<file path="src/hdl/ps2tap_pkg.sv">
package ps2tap_pkg;

    // Configuration port geometry and register indexes.
    localparam int CFG_IDX_W  = 2;
    localparam int CFG_DATA_W = 16;

    localparam logic [CFG_IDX_W-1:0] CFG_WHEEL_ENABLE   = 2'd0;
    localparam logic [CFG_IDX_W-1:0] CFG_TAP_MOVE_LIMIT = 2'd1;
    localparam logic [CFG_IDX_W-1:0] CFG_TAP_TIME_LIMIT = 2'd2;

    localparam logic        RST_WHEEL_ENABLE   = 1'b0;
    localparam logic [7:0]  RST_TAP_MOVE_LIMIT = 8'd8;
    localparam logic [15:0] RST_TAP_TIME_LIMIT = 16'd150;

    // Byte phase within a packet.
    localparam logic [1:0] PHASE_LAST_STD   = 2'd2;
    localparam logic [1:0] PHASE_LAST_WHEEL = 2'd3;

    // Bit 3 of the first packet byte is always set by the device.
    localparam int SYNC_BIT = 3;

    localparam int SUM_W = 16;

    // Packet queue between front and back.
    localparam int FIFO_DEPTH = 2;
    localparam int FIFO_PTR_W = 1;
    localparam int FIFO_CNT_W = 2;

    localparam logic [2:0] BTN_NONE = 3'd0;
    localparam logic [2:0] BTN_LEFT = 3'd1;

    typedef struct packed {
        logic        wheel_enable;
        logic [7:0]  tap_move_limit;
        logic [15:0] tap_time_limit;
    } t_cfg;

    typedef struct packed {
        logic [2:0]  btn;
        logic [7:0]  dx;
        logic [7:0]  dy;
        logic [3:0]  dw;
        logic [31:0] now;
    } t_pkt;

endpackage

</file>
<file path="src/hdl/ps2tap_front.sv">
module ps2tap_front (
    input  logic               i_clk,
    input  logic               i_rst_n,
    input  logic               i_in_valid,
    output logic               o_in_ready,
    input  logic [7:0]         i_rx_byte,
    input  logic               i_from_aux,
    input  logic [31:0]        i_now_ticks,
    input  logic               i_wheel_enable,
    input  logic               i_fifo_full,
    output logic               o_push,
    output ps2tap_pkg::t_pkt   o_pkt
);
    import ps2tap_pkg::*;

    logic [1:0] r_phase;
    logic [7:0] r_bytes [3];
    logic       aux_beat;
    logic       pkt_done;
    logic [1:0] last_phase;

    assign o_in_ready = !i_fifo_full;
    assign aux_beat   = i_in_valid && o_in_ready && i_from_aux;
    assign last_phase = i_wheel_enable ? PHASE_LAST_WHEEL : PHASE_LAST_STD;
    assign pkt_done   = (r_phase >= last_phase);

    always_ff @(posedge i_clk) begin
        if (!i_rst_n) begin
            r_phase <= 2'd0;
        end else if (aux_beat) begin
            r_phase <= pkt_done ? 2'd0 : r_phase + 2'd1;
        end
    end

    // The fourth byte is never stored; only its wheel nibble is used.
    always_ff @(posedge i_clk) begin
        if (aux_beat && r_phase != PHASE_LAST_WHEEL) begin
            r_bytes[r_phase] <= i_rx_byte;
        end
    end

    // Packets whose first byte lacks the sync bit are dropped here.
    assign o_push = aux_beat && pkt_done && r_bytes[0][SYNC_BIT];

    always_comb begin
        o_pkt.btn = r_bytes[0][2:0];
        o_pkt.dx  = r_bytes[1];
        o_pkt.dy  = (r_phase == PHASE_LAST_STD) ? i_rx_byte : r_bytes[2];
        o_pkt.dw  = i_wheel_enable ? i_rx_byte[3:0] : 4'd0;
        o_pkt.now = i_now_ticks;
    end

endmodule

</file>
<file path="src/hdl/ps2tap_fifo.sv">
module ps2tap_fifo (
    input  logic               i_clk,
    input  logic               i_rst_n,
    input  logic               i_push,
    input  ps2tap_pkg::t_pkt   i_data,
    input  logic               i_pop,
    output logic               o_valid,
    output logic               o_full,
    output ps2tap_pkg::t_pkt   o_data
);
    import ps2tap_pkg::*;

    t_pkt                  r_mem [FIFO_DEPTH];
    logic [FIFO_PTR_W-1:0] r_wr_ptr;
    logic [FIFO_PTR_W-1:0] r_rd_ptr;
    logic [FIFO_CNT_W-1:0] r_count;

    assign o_valid = (r_count != '0);
    assign o_full  = (r_count == FIFO_CNT_W'(FIFO_DEPTH));
    assign o_data  = r_mem[r_rd_ptr];

    always_ff @(posedge i_clk) begin
        if (!i_rst_n) begin
            r_wr_ptr <= '0;
            r_rd_ptr <= '0;
            r_count  <= '0;
        end else begin
            if (i_push) begin
                r_wr_ptr <= r_wr_ptr + FIFO_PTR_W'(1);
            end
            if (i_pop) begin
                r_rd_ptr <= r_rd_ptr + FIFO_PTR_W'(1);
            end
            if (i_push && !i_pop) begin
                r_count <= r_count + FIFO_CNT_W'(1);
            end else if (!i_push && i_pop) begin
                r_count <= r_count - FIFO_CNT_W'(1);
            end
        end
    end

    always_ff @(posedge i_clk) begin
        if (i_push) begin
            r_mem[r_wr_ptr] <= i_data;
        end
    end

`ifndef SYNTHESIS
    a_no_overflow: assert property (@(posedge i_clk) disable iff (!i_rst_n)
        o_full |-> !i_push || i_pop)
        else $error("packet queue written while full");

    a_no_underflow: assert property (@(posedge i_clk) disable iff (!i_rst_n)
        i_pop |-> o_valid)
        else $error("packet queue read while empty");
`endif

endmodule

</file>
<file path="src/hdl/ps2tap_back.sv">
module ps2tap_back (
    input  logic               i_clk,
    input  logic               i_rst_n,
    input  logic               i_pkt_valid,
    input  ps2tap_pkg::t_pkt   i_pkt,
    output logic               o_pop,
    input  ps2tap_pkg::t_cfg   i_cfg,
    output logic               o_out_valid,
    input  logic               i_out_ready,
    output logic [7:0]         o_dx,
    output logic [7:0]         o_dy,
    output logic [3:0]         o_dw,
    output logic [2:0]         o_btn,
    output logic               o_last
);
    import ps2tap_pkg::*;

    logic             r_out_valid;
    logic [7:0]       r_out_dx;
    logic [7:0]       r_out_dy;
    logic [3:0]       r_out_dw;
    logic [2:0]       r_out_btn;
    logic             r_out_last;
    logic             r_rel_pend;
    logic             r_touch_active;
    logic             r_touch_moved;
    logic [SUM_W-1:0] r_sum_x;
    logic [SUM_W-1:0] r_sum_y;
    logic [31:0]      r_touch_start;

    logic             n_touch_active;
    logic             n_touch_moved;
    logic [SUM_W-1:0] n_sum_x;
    logic [SUM_W-1:0] n_sum_y;
    logic [31:0]      n_touch_start;

    logic             slot_free;
    logic             moving;
    logic             is_tap;
    logic [8:0]       abs_x;
    logic [8:0]       abs_y;
    logic [SUM_W:0]   add_x;
    logic [SUM_W:0]   add_y;
    logic [SUM_W-1:0] sat_x;
    logic [SUM_W-1:0] sat_y;
    logic [31:0]      elapsed;

    assign slot_free = !r_out_valid || i_out_ready;
    assign o_pop     = i_pkt_valid && slot_free && !r_rel_pend;
    assign moving    = (i_pkt.dx != 8'd0) || (i_pkt.dy != 8'd0);

    assign abs_x = i_pkt.dx[7] ? 9'd256 - {1'b0, i_pkt.dx} : {1'b0, i_pkt.dx};
    assign abs_y = i_pkt.dy[7] ? 9'd256 - {1'b0, i_pkt.dy} : {1'b0, i_pkt.dy};
    assign add_x = {1'b0, r_sum_x} + {8'd0, abs_x};
    assign add_y = {1'b0, r_sum_y} + {8'd0, abs_y};
    assign sat_x = add_x[SUM_W] ? '1 : add_x[SUM_W-1:0];
    assign sat_y = add_y[SUM_W] ? '1 : add_y[SUM_W-1:0];
    assign elapsed = i_pkt.now - r_touch_start;

    always_comb begin
        n_touch_active = r_touch_active;
        n_touch_moved  = r_touch_moved;
        n_sum_x        = r_sum_x;
        n_sum_y        = r_sum_y;
        n_touch_start  = r_touch_start;
        is_tap         = 1'b0;
        if (i_pkt.btn == BTN_NONE) begin
            if (moving && !r_touch_active) begin
                n_touch_active = 1'b1;
                n_touch_moved  = 1'b0;
                n_sum_x        = '0;
                n_sum_y        = '0;
                n_touch_start  = i_pkt.now;
            end else if (moving) begin
                n_sum_x = sat_x;
                n_sum_y = sat_y;
                if (sat_x > {8'd0, i_cfg.tap_move_limit} ||
                    sat_y > {8'd0, i_cfg.tap_move_limit}) begin
                    n_touch_moved = 1'b1;
                end
            end else if (r_touch_active) begin
                n_touch_active = 1'b0;
                is_tap = !r_touch_moved && (elapsed < {16'd0, i_cfg.tap_time_limit});
            end
        end
    end

    always_ff @(posedge i_clk) begin
        if (!i_rst_n) begin
            r_out_valid    <= 1'b0;
            r_rel_pend     <= 1'b0;
            r_touch_active <= 1'b0;
            r_touch_moved  <= 1'b0;
            r_sum_x        <= '0;
            r_sum_y        <= '0;
            r_touch_start  <= '0;
        end else if (slot_free) begin
            if (r_rel_pend) begin
                r_out_valid <= 1'b1;
                r_rel_pend  <= 1'b0;
            end else if (o_pop) begin
                r_out_valid    <= 1'b1;
                r_rel_pend     <= is_tap;
                r_touch_active <= n_touch_active;
                r_touch_moved  <= n_touch_moved;
                r_sum_x        <= n_sum_x;
                r_sum_y        <= n_sum_y;
                r_touch_start  <= n_touch_start;
            end else begin
                r_out_valid <= 1'b0;
            end
        end
    end

    always_ff @(posedge i_clk) begin
        if (slot_free) begin
            if (r_rel_pend) begin
                r_out_dx   <= 8'd0;
                r_out_dy   <= 8'd0;
                r_out_dw   <= 4'd0;
                r_out_btn  <= BTN_NONE;
                r_out_last <= 1'b1;
            end else if (o_pop && is_tap) begin
                r_out_dx   <= 8'd0;
                r_out_dy   <= 8'd0;
                r_out_dw   <= 4'd0;
                r_out_btn  <= BTN_LEFT;
                r_out_last <= 1'b0;
            end else if (o_pop) begin
                r_out_dx   <= i_pkt.dx;
                r_out_dy   <= i_pkt.dy;
                r_out_dw   <= i_pkt.dw;
                r_out_btn  <= i_pkt.btn;
                r_out_last <= 1'b1;
            end
        end
    end

    assign o_out_valid = r_out_valid;
    assign o_dx        = r_out_dx;
    assign o_dy        = r_out_dy;
    assign o_dw        = r_out_dw;
    assign o_btn       = r_out_btn;
    assign o_last      = r_out_last;

`ifndef SYNTHESIS
    a_press_held: assert property (@(posedge i_clk) disable iff (!i_rst_n)
        r_rel_pend |-> r_out_valid && r_out_btn == BTN_LEFT && !r_out_last)
        else $error("release pending without a press event in the output stage");

    a_touch_start_clean: assert property (@(posedge i_clk) disable iff (!i_rst_n)
        $rose(r_touch_active) |-> r_sum_x == '0 && r_sum_y == '0 && !r_touch_moved)
        else $error("touch started with stale accumulators");

    a_no_pop_during_release: assert property (@(posedge i_clk) disable iff (!i_rst_n)
        r_rel_pend |-> !o_pop)
        else $error("packet taken while a release event is still owed");
`endif

endmodule

</file>
<file path="src/hdl/ps2_mouse_packet_tap_decoder_core.sv">
// With the queue and output stage empty, the packet is written into the queue at the edge
// that accepts its closing byte and its first event is then loaded into the output stage;
// a tap click sends its release event in the cycle after the press beat is taken.
// Throughput: one byte per cycle while the two-entry packet queue has room; the output
// stage drains one event per cycle while the consumer is ready; a tap packet yields two events.
// Reset (synchronous, active low) clears the byte phase, the touch tracker, the queue and
// the output valid, and loads wheel_enable 0, tap_move_limit 8 and tap_time_limit 150.
module ps2_mouse_packet_tap_decoder_core (
    input  logic                                  i_clk,
    input  logic                                  i_rst_n,
    input  logic                                  i_cfg_we,
    input  logic [ps2tap_pkg::CFG_IDX_W-1:0]      i_cfg_idx,
    input  logic [ps2tap_pkg::CFG_DATA_W-1:0]     i_cfg_data,
    input  logic                                  i_in_valid,
    output logic                                  o_in_ready,
    input  logic [7:0]                            i_rx_byte,
    input  logic                                  i_from_aux,
    input  logic [31:0]                           i_now_ticks,
    output logic                                  o_out_valid,
    input  logic                                  i_out_ready,
    output logic signed [7:0]                     o_delta_x,
    output logic signed [7:0]                     o_delta_y,
    output logic signed [3:0]                     o_delta_wheel,
    output logic [2:0]                            o_button_bits,
    output logic                                  o_last_event
);
    import ps2tap_pkg::*;

    // The block is split in two halves joined by a small packet queue. The front
    // half takes one beat per cycle while the queue has room, collects the three or four
    // bytes of a packet and drops packets whose first byte lacks the sync bit. The back half
    // runs the tap tracker on each queued packet and turns it into one or two events held
    // in an output register, so a stalled consumer backs up the queue and then the input.

    t_cfg r_cfg;
    logic fifo_full;
    logic fifo_valid;
    logic push;
    logic pop;
    t_pkt front_pkt;
    t_pkt queue_pkt;
    logic [7:0] out_dx;
    logic [7:0] out_dy;
    logic [3:0] out_dw;

    // Configuration registers. The user must send writes only while the block is idle;
    // the block does not enforce it. Both halves read them without any staging.
    always_ff @(posedge i_clk) begin
        if (!i_rst_n) begin
            r_cfg.wheel_enable   <= RST_WHEEL_ENABLE;
            r_cfg.tap_move_limit <= RST_TAP_MOVE_LIMIT;
            r_cfg.tap_time_limit <= RST_TAP_TIME_LIMIT;
        end else if (i_cfg_we) begin
            unique case (i_cfg_idx)
                CFG_WHEEL_ENABLE:   r_cfg.wheel_enable   <= i_cfg_data[0];
                CFG_TAP_MOVE_LIMIT: r_cfg.tap_move_limit <= i_cfg_data[7:0];
                CFG_TAP_TIME_LIMIT: r_cfg.tap_time_limit <= i_cfg_data;
                default: ;
            endcase
        end
    end

    // Packet assembly. Ready depends only on queue space, never on the byte.
    ps2tap_front u_front (
        .i_clk          (i_clk),
        .i_rst_n        (i_rst_n),
        .i_in_valid     (i_in_valid),
        .o_in_ready     (o_in_ready),
        .i_rx_byte      (i_rx_byte),
        .i_from_aux     (i_from_aux),
        .i_now_ticks    (i_now_ticks),
        .i_wheel_enable (r_cfg.wheel_enable),
        .i_fifo_full    (fifo_full),
        .o_push         (push),
        .o_pkt          (front_pkt)
    );

    // Complete, well-formed packets waiting for the tap tracker.
    ps2tap_fifo u_fifo (
        .i_clk   (i_clk),
        .i_rst_n (i_rst_n),
        .i_push  (push),
        .i_data  (front_pkt),
        .i_pop   (pop),
        .o_valid (fifo_valid),
        .o_full  (fifo_full),
        .o_data  (queue_pkt)
    );

    // Tap tracking and event generation. A short still touch becomes a left
    // press followed by a release; everything else passes the packet through.
    ps2tap_back u_back (
        .i_clk       (i_clk),
        .i_rst_n     (i_rst_n),
        .i_pkt_valid (fifo_valid),
        .i_pkt       (queue_pkt),
        .o_pop       (pop),
        .i_cfg       (r_cfg),
        .o_out_valid (o_out_valid),
        .i_out_ready (i_out_ready),
        .o_dx        (out_dx),
        .o_dy        (out_dy),
        .o_dw        (out_dw),
        .o_btn       (o_button_bits),
        .o_last      (o_last_event)
    );

    // The motion bytes are two's complement as they come from the device.
    assign o_delta_x     = $signed(out_dx);
    assign o_delta_y     = $signed(out_dy);
    assign o_delta_wheel = $signed(out_dw);

endmodule

</file>
<file path="config.mk">
export PLATFORM = sky130hd
export DESIGN_NAME = ps2_mouse_packet_tap_decoder_core
export DESIGN_NICKNAME = d
export VERILOG_FILES = /design/src/hdl/ps2tap_pkg.sv /design/src/hdl/ps2tap_front.sv /design/src/hdl/ps2tap_fifo.sv /design/src/hdl/ps2tap_back.sv /design/src/hdl/ps2_mouse_packet_tap_decoder_core.sv
export SDC_FILE = /design/constraint.sdc
export NUM_CORES = 1
export LEC_CHECK = 0
export ABC_AREA = 1
export BUFFER_PORTS_ARGS = -buffer_cell sky130_fd_sc_hd__buf_4
export CAP_MARGIN = 20
export CELL_PAD_IN_SITES_DETAIL_PLACEMENT = 1
export CELL_PAD_IN_SITES_GLOBAL_PLACEMENT = 2
export CORE_UTILIZATION = 30
export DETAILED_ROUTE_END_ITERATION = 6
export PLACE_DENSITY = 0.73
export SETUP_SLACK_MARGIN = 0.3
export SLEW_MARGIN = 20
export SYNTH_ARGS = -nofsm -noshare
export SYNTH_HDL_FRONTEND = slang
export SYNTH_SLANG_ARGS = --single-unit
export TNS_END_PERCENT = 1
</file>
<file path="constraint.sdc">
create_clock -name i_clk -period 6.9 [get_ports i_clk]
set_clock_uncertainty 0.2 [all_clocks]
set_input_delay 0.345 -clock i_clk [delete_from_list [all_inputs] [get_ports i_clk]]
set_output_delay 0.345 -clock i_clk [all_outputs]
set_load 0.01 [all_outputs]
</file>
=== Word-level counts from Yosys, hierarchy flattened ===
Memories as Yosys holds them, arrays and structs flattened. A register that Yosys moved wholly into a read port is not among the register bits.
Index checks and enable logic that the tools add are counted.

* Reductions and logical operators: 40
* Equal/unequal tests: 6
* Bitwise logic cells: 1
* Add/sub/neg operators: 10
* Muxes and demuxes: 40
* $lt $le $gt $ge: 4

{| class="wikitable"
|+ Operators by type and width
! cell !! count
|-
| two-way mux 16 bit || 6
|-
| adder 16 x 9 -> 17 bit || 2
|-
| > comparator 16 x 8 -> 1 bit || 2
|-
| < comparator 32 x 16 -> 1 bit || 1
|-
| subtractor 32 bit || 1
|-
| two-way mux 8 bit || 3
|-
| two-way mux 1 bit || 23
|-
| two-way mux 9 bit || 2
|-
| subtractor 9 x 8 -> 9 bit, first input constant || 2
|-
| nonzero test 8 bit || 2
|-
| AND reduction 5 bit || 3
|-
| logical AND 1 bit || 12
|-
| two-way mux 4 bit || 2
|-
| AND reduction 2 bit || 4
|-
| nonzero test 2 bit || 4
|-
| zero test 1 bit || 7
|-
| equality test 2 bit, second input constant || 3
|-
| two-way mux 2 bit || 3
|-
| AND reduction 6 bit || 1
|-
| adder 2 x 1 -> 2 bit, second input constant || 2
|-
| inequality test 2 bit, second input constant || 2
|-
| zero test 3 bit || 1
|-
| logical OR 1 bit || 3
|-
| two-way mux 3 bit || 1
|-
| other kinds (8) || 9
|}

* Register bits: 123
* Memories kept: 2
* Output and inout bits: 26
* Word-level logic and storage cells: 123
* Memory bits (writable): 134

{| class="wikitable"
|+ Memories
! name !! words !! bits a word !! read ports !! clocked after memory_dff !! wr ports !! line !! source
|-
| u_fifo.r_mem || 2 || 55 || 1 || 1 || 1 || ps2tap_fifo.sv:13 || <nowiki>t_pkt r_mem [FIFO_DEPTH];</nowiki>
|-
| u_front.r_bytes || 3 || 8 || 3 || 0 || 1 || ps2tap_front.sv:17 || <nowiki>logic [7:0] r_bytes [3];</nowiki>
|}

=== Depth between registers and ports, before layout ===
* Depth after elaboration: 10
* Gate-level depth with buffers: 39
* Gate-level depth less buffers: 38

=== Cells and area by module ===
From an unflattened synthesis, not the netlist that was laid out.

* Cell total of the unflattened synthesis: 1,859
* Area total of the unflattened synthesis: 15,232.1 sq um

{| class="wikitable"
|+ By module, submodules not included
! module !! cells each !! area each (sq um) !! instances
|-
| ps2tap_back || 1,380 || 8,531.9 || 1
|-
| ps2tap_fifo || 206 || 4,449.3 || 1
|-
| ps2tap_front || 120 || 1,212.4 || 1
|-
| ps2_mouse_packet_tap_decoder_core || 153 || 1,038.5 || 1
|}

=== Worst setup path before layout ===
No wires, ideal clock.

* Kind: register to register
* Start: register (tool-made name)
* End: register u_back.r_touch_moved
* Arrival time: 4.439 ns
* Library setup time: 0.116 ns
* Period minus slack after synthesis: 4.755 ns
* Cell stages (with the launch flop): 35
* Buffers on the path: 2
* Path slack: 2.145 ns
* Cells stage by stage: dfxtp_1 buf_2 buf_1 mux2i_1 ha_1 nand3_1 nor2_1 nand3_1 nand2_1 xor2_1 inv_1 ha_1 nand2_1 inv_1 nand2_1 nand2_1 nand2_1 nand3_1 nand2_1 inv_1 or2_2 ha_1 a21o_1 nor2_1 nand2_1 nand2_1 nand2_1 inv_1 nand2_1 nor2_1 nand2_1 nor2_1 nand3_1 nand2_1 a21oi_1

{| class="wikitable"
|+ RTL lines
! what !! line !! source
|-
| end signal, assigned || ps2tap_back.sv:105 || <nowiki>r_touch_moved <= n_touch_moved;</nowiki>
|-
| end, declared || ps2tap_back.sv:26 || <nowiki>logic r_touch_moved;</nowiki>
|}

==> summary.md <==
| Metric | Value |
|---|---|
| Initial antenna violation count | `2` |
| Clock power frac | `29.3%` |
| Worst Hold Class | `input port to flop` |
| Ant. Diodes | `0` |
| Initial core utilization | `30.62%` |
| Die Ht | `220.7 um` |
| Number of nets in the layout | `2178` |
| Synth Flop Type | `edfxtp_1` |
| Starting DRT DRC Count | `600` |
| WL/cell | `16.05 um` |
| Largest net degree at the start of global routing | `63` |
| Root buffer cell | `clkbuf_16` |
| Yosys cell types | `40` |
| Kind of critical path | `flop to flop` |
| Max_slew headroom | `33.66%` |
| Total Wirelength | `42610 um` |
| Hold Crit Start | `i_from_aux` |
| Warnings, synthesis | `0` |
| Synthesized area per cell | `7.708 um^2` |
| CP Capture Type | `flop` |
| GRT Overall Usage | `17.93%` |
| Failing checks | `design-rule violations` |
| Final period utilization | `81.48%` |
| Largest stage delay, worst path | `660 ps` |
| Antenna viol nets, final | `0` |
| Num rows | `79` |
| Crit path max-delay cell type | `inv_2` |
| Top-count cell post-synth | `nand2_1` |
| Synth area leaders | `edfxtp_1 32%, nand2_1 16%, dfxtp_1 14%` |
| Clk slew on worst S/H paths | `60 ps` |
| Worst skew pair latency | `590 ps` |
| Switching share of total power | `37.48%` |
| CTS tree | `yes` |
| Post-synth EDFFs | `154` |
| Worst VDD drop | `0.2101 mV` |
| Power Density | `320.7 nW/um^2` |
| GRT overflow | `0` |
| Int Pwr | `3.494 mW` |
| Max-cap violation count | `0` |
| Slew @ Worst Pin | `987.6 ps` |
| Sw Pwr | `2.095 mW` |
| First-pass GRT wire length | `68360 um` |
| Area added between synthesis and finish | `21.49%` |
| Outcome | `finished with violations` |
| Cells after Synth | `1861` |
| Htree depth | `1` |
| Combinational Power Share | `38.4%` |
| Vias | `12260` |
| RSZ-0062 raised after global routing | `false` |
| DRC Markers | `5` |
| Fillers | `5772` |
| Leak | `7.982 nW` |
| Reg power frac | `32.3%` |
| Most frequent cell on the critical path | `nand2_1` |
| Startpoint Class | `flop` |
| Number of global-route vias before repair | `12810` |
| Peak Freq | `177.9 MHz` |
| Num CTS Buffers | `31` |
| Yosys reg bits | `254` |
| Tmin final | `5622 ps` |
| Share of layout cells above drive strength 1 | `8.496%` |
| Post-CTS Setup Bufs | `0` |
| Core ar. | `46850 um^2` |
| Max Buffers Root-to-Sink | `3` |
| Routed vias/inst | `4.617` |
| Dpl hpwl | `32360 um` |
| Top cell type by total area after synthesis | `edfxtp_1` |
| CP Max Fanout | `43` |
| CTS Sinks | `254` |
| Width of the die | `220.7 um` |
| Share of the synthesized area in the top cell type | `32.24%` |
| Synth top cells by count | `603 x nand2_1, 292 x inv_1, 154 x edfxtp_1, 154 x nor2_1, 118 x a21oi_1` |
| Synth Cell Area | `14350 um^2` |
| TNS Setup | `0 ps` |
| Die footprint | `48700 um^2` |
| Tot Pwr | `5.589 mW` |
| WP data arrival | `5890 ps` |
| Port Buffers | `89` |
| GP Congestion | `0.8495` |
| Pre-antenna DRT Iters | `7` |
| IO Pins | `90` |
| Fraction of registers with async set or reset after synthesis | `0%` |
| Final Max Slew Viols | `0` |
| Post-synthesis sequential area ratio | `46.19%` |
| # setup viols final | `0` |
| Final Hold Fails | `0` |
| CP required | `7170 ps` |
metrics by stage:
step / setup slack [ps] / hold slack, ps / instance area [um^2] / util (%) / std cells
2_1_floorplan: 2145 / 221.5 / 14350 / - / 1862
3_3_place_gp: 1482 / 225.9 / 15680 / 33.47 / 2525
3_5_place_dp: 1256 / 237.7 / 15680 / 33.47 / 2525
4_1_cts: 1225 / 10.43 / 17430 / 37.20 / 2655
5_1_grt: 754.5 / 81.06 / 17430 / 37.20 / 2655
6_report: 1278 / 27.85 / 17430 / 37.20 / 2655
what timing repair did:
action / 4_1_cts / 5_1_grt
setup endpoints to repair: 0 / 0
hold buffers: 72 / 0
endpoints found under the hold margin: 136 / 0
resized for setup: 0 / 0
power by group through the flow:
stage | combinational (mW) | sequential [mW] | clock (mW)
after floorplan | 1.41 | 1.86 | 0
after global placement | 2.10 | 1.83 | 0
after detailed placement | 2.15 | 1.83 | 0
after CTS | 2.19 | 1.80 | 1.69
after global routing | 2.46 | 1.81 | 1.75
final | 2.15 | 1.80 | 1.64
layer usage:
metal  wire [um]  track usage (%)
met2       18770            29.04
met4         629            3.493
met1       21960            25.65
met3        1240            2.117
met5          11                0
registers in the layout, summed over array words and instances, names as in the netlist, named ones only:
signal	flops
u_back.r_rel_pend	1
u_back.r_sum_y	16
u_back.r_touch_active	1
r_cfg	25
u_back.r_touch_moved	1
u_fifo.r_wr_ptr	1
u_back.r_sum_x	16
u_back.o_dw	4
u_fifo.r_mem	110
u_back.o_last	1
u_back.o_dy	8
u_front.r_bytes	20
u_fifo.r_count	2
u_back.o_btn	3
u_back.o_out_valid	1
u_back.o_dx	8
u_fifo.r_rd_ptr	1
u_back.r_touch_start	32
u_front.r_phase	2
critical path: cells and delay by family (launching register included):
kind	cells	cell delay [ps]
flops	1	320
buf+inv	3	940
simple gates	19	2410
compound gates	3	420
fa+ha+maj	3	1200
layout by cell type (no fill, tap or decap), types with 8 or more instances in the layout:
cell / n
nand2_1: 603
clkbuf_16: 31
nand4_1: 19
a21oi_1: 118
a22oi_1: 8
inv_1: 291
buf_4: 96
xor2_1: 30
dlygate4sd3_1: 72
mux2i_1: 8
or2_2: 19
nand3_1: 88
ha_1: 88
o21ai_0: 69
dfxtp_1: 99
edfxtp_1: 154
nor2_1: 152
nor3_1: 11
worst paths after layout:
path | endpoint | slack (ps) | cells after the start
hold / removal | u_front.r_phase[0]$_SDFFE_PN0P_ | 30 | 4
setup reg to reg | u_back.r_touch_moved$_SDFFE_PN0P_ | 1280 | 28
setup / recovery | u_back.r_touch_moved$_SDFFE_PN0P_ | 1280 | 28
hold reg to reg | u_fifo.r_mem[1][54]$_DFFE_PP_ | 250 | 0
area by class of cell:
type | count | area [um^2] | share of cell area, %
Sequential cell | 254 | 6628 | 38.03
Multi-Input combinational cell | 1270 | 6455 | 37.04
Timing Repair Buffer | 168 | 1441 | 8.270
Inverter | 298 | 1119 | 6.418
Clock buffer | 41 | 843.3 | 4.839
Tap cell | 607 | 759.5 | 4.358
Clock inverter | 17 | 182.7 | 1.048
cells by family (layout without fill, tap and decap cells):
logic type / after synthesis / in the layout / synth area share [%]
other: 1 / 2 / 0.02614
DFF: 254 / 254 / 46.19
and+or+nand+nor: 915 / 915 / 25.92
AOI/OAI and AO/OA: 220 / 220 / 8.147
xor gates and xnor gates: 34 / 34 / 2.076
adders and majority gates: 91 / 91 / 8.094
muxes: 8 / 8 / 0.5582
buffers and inverters: 338 / 524 / 8.984
No activity file was read; power rests on OpenSTA's default activity.
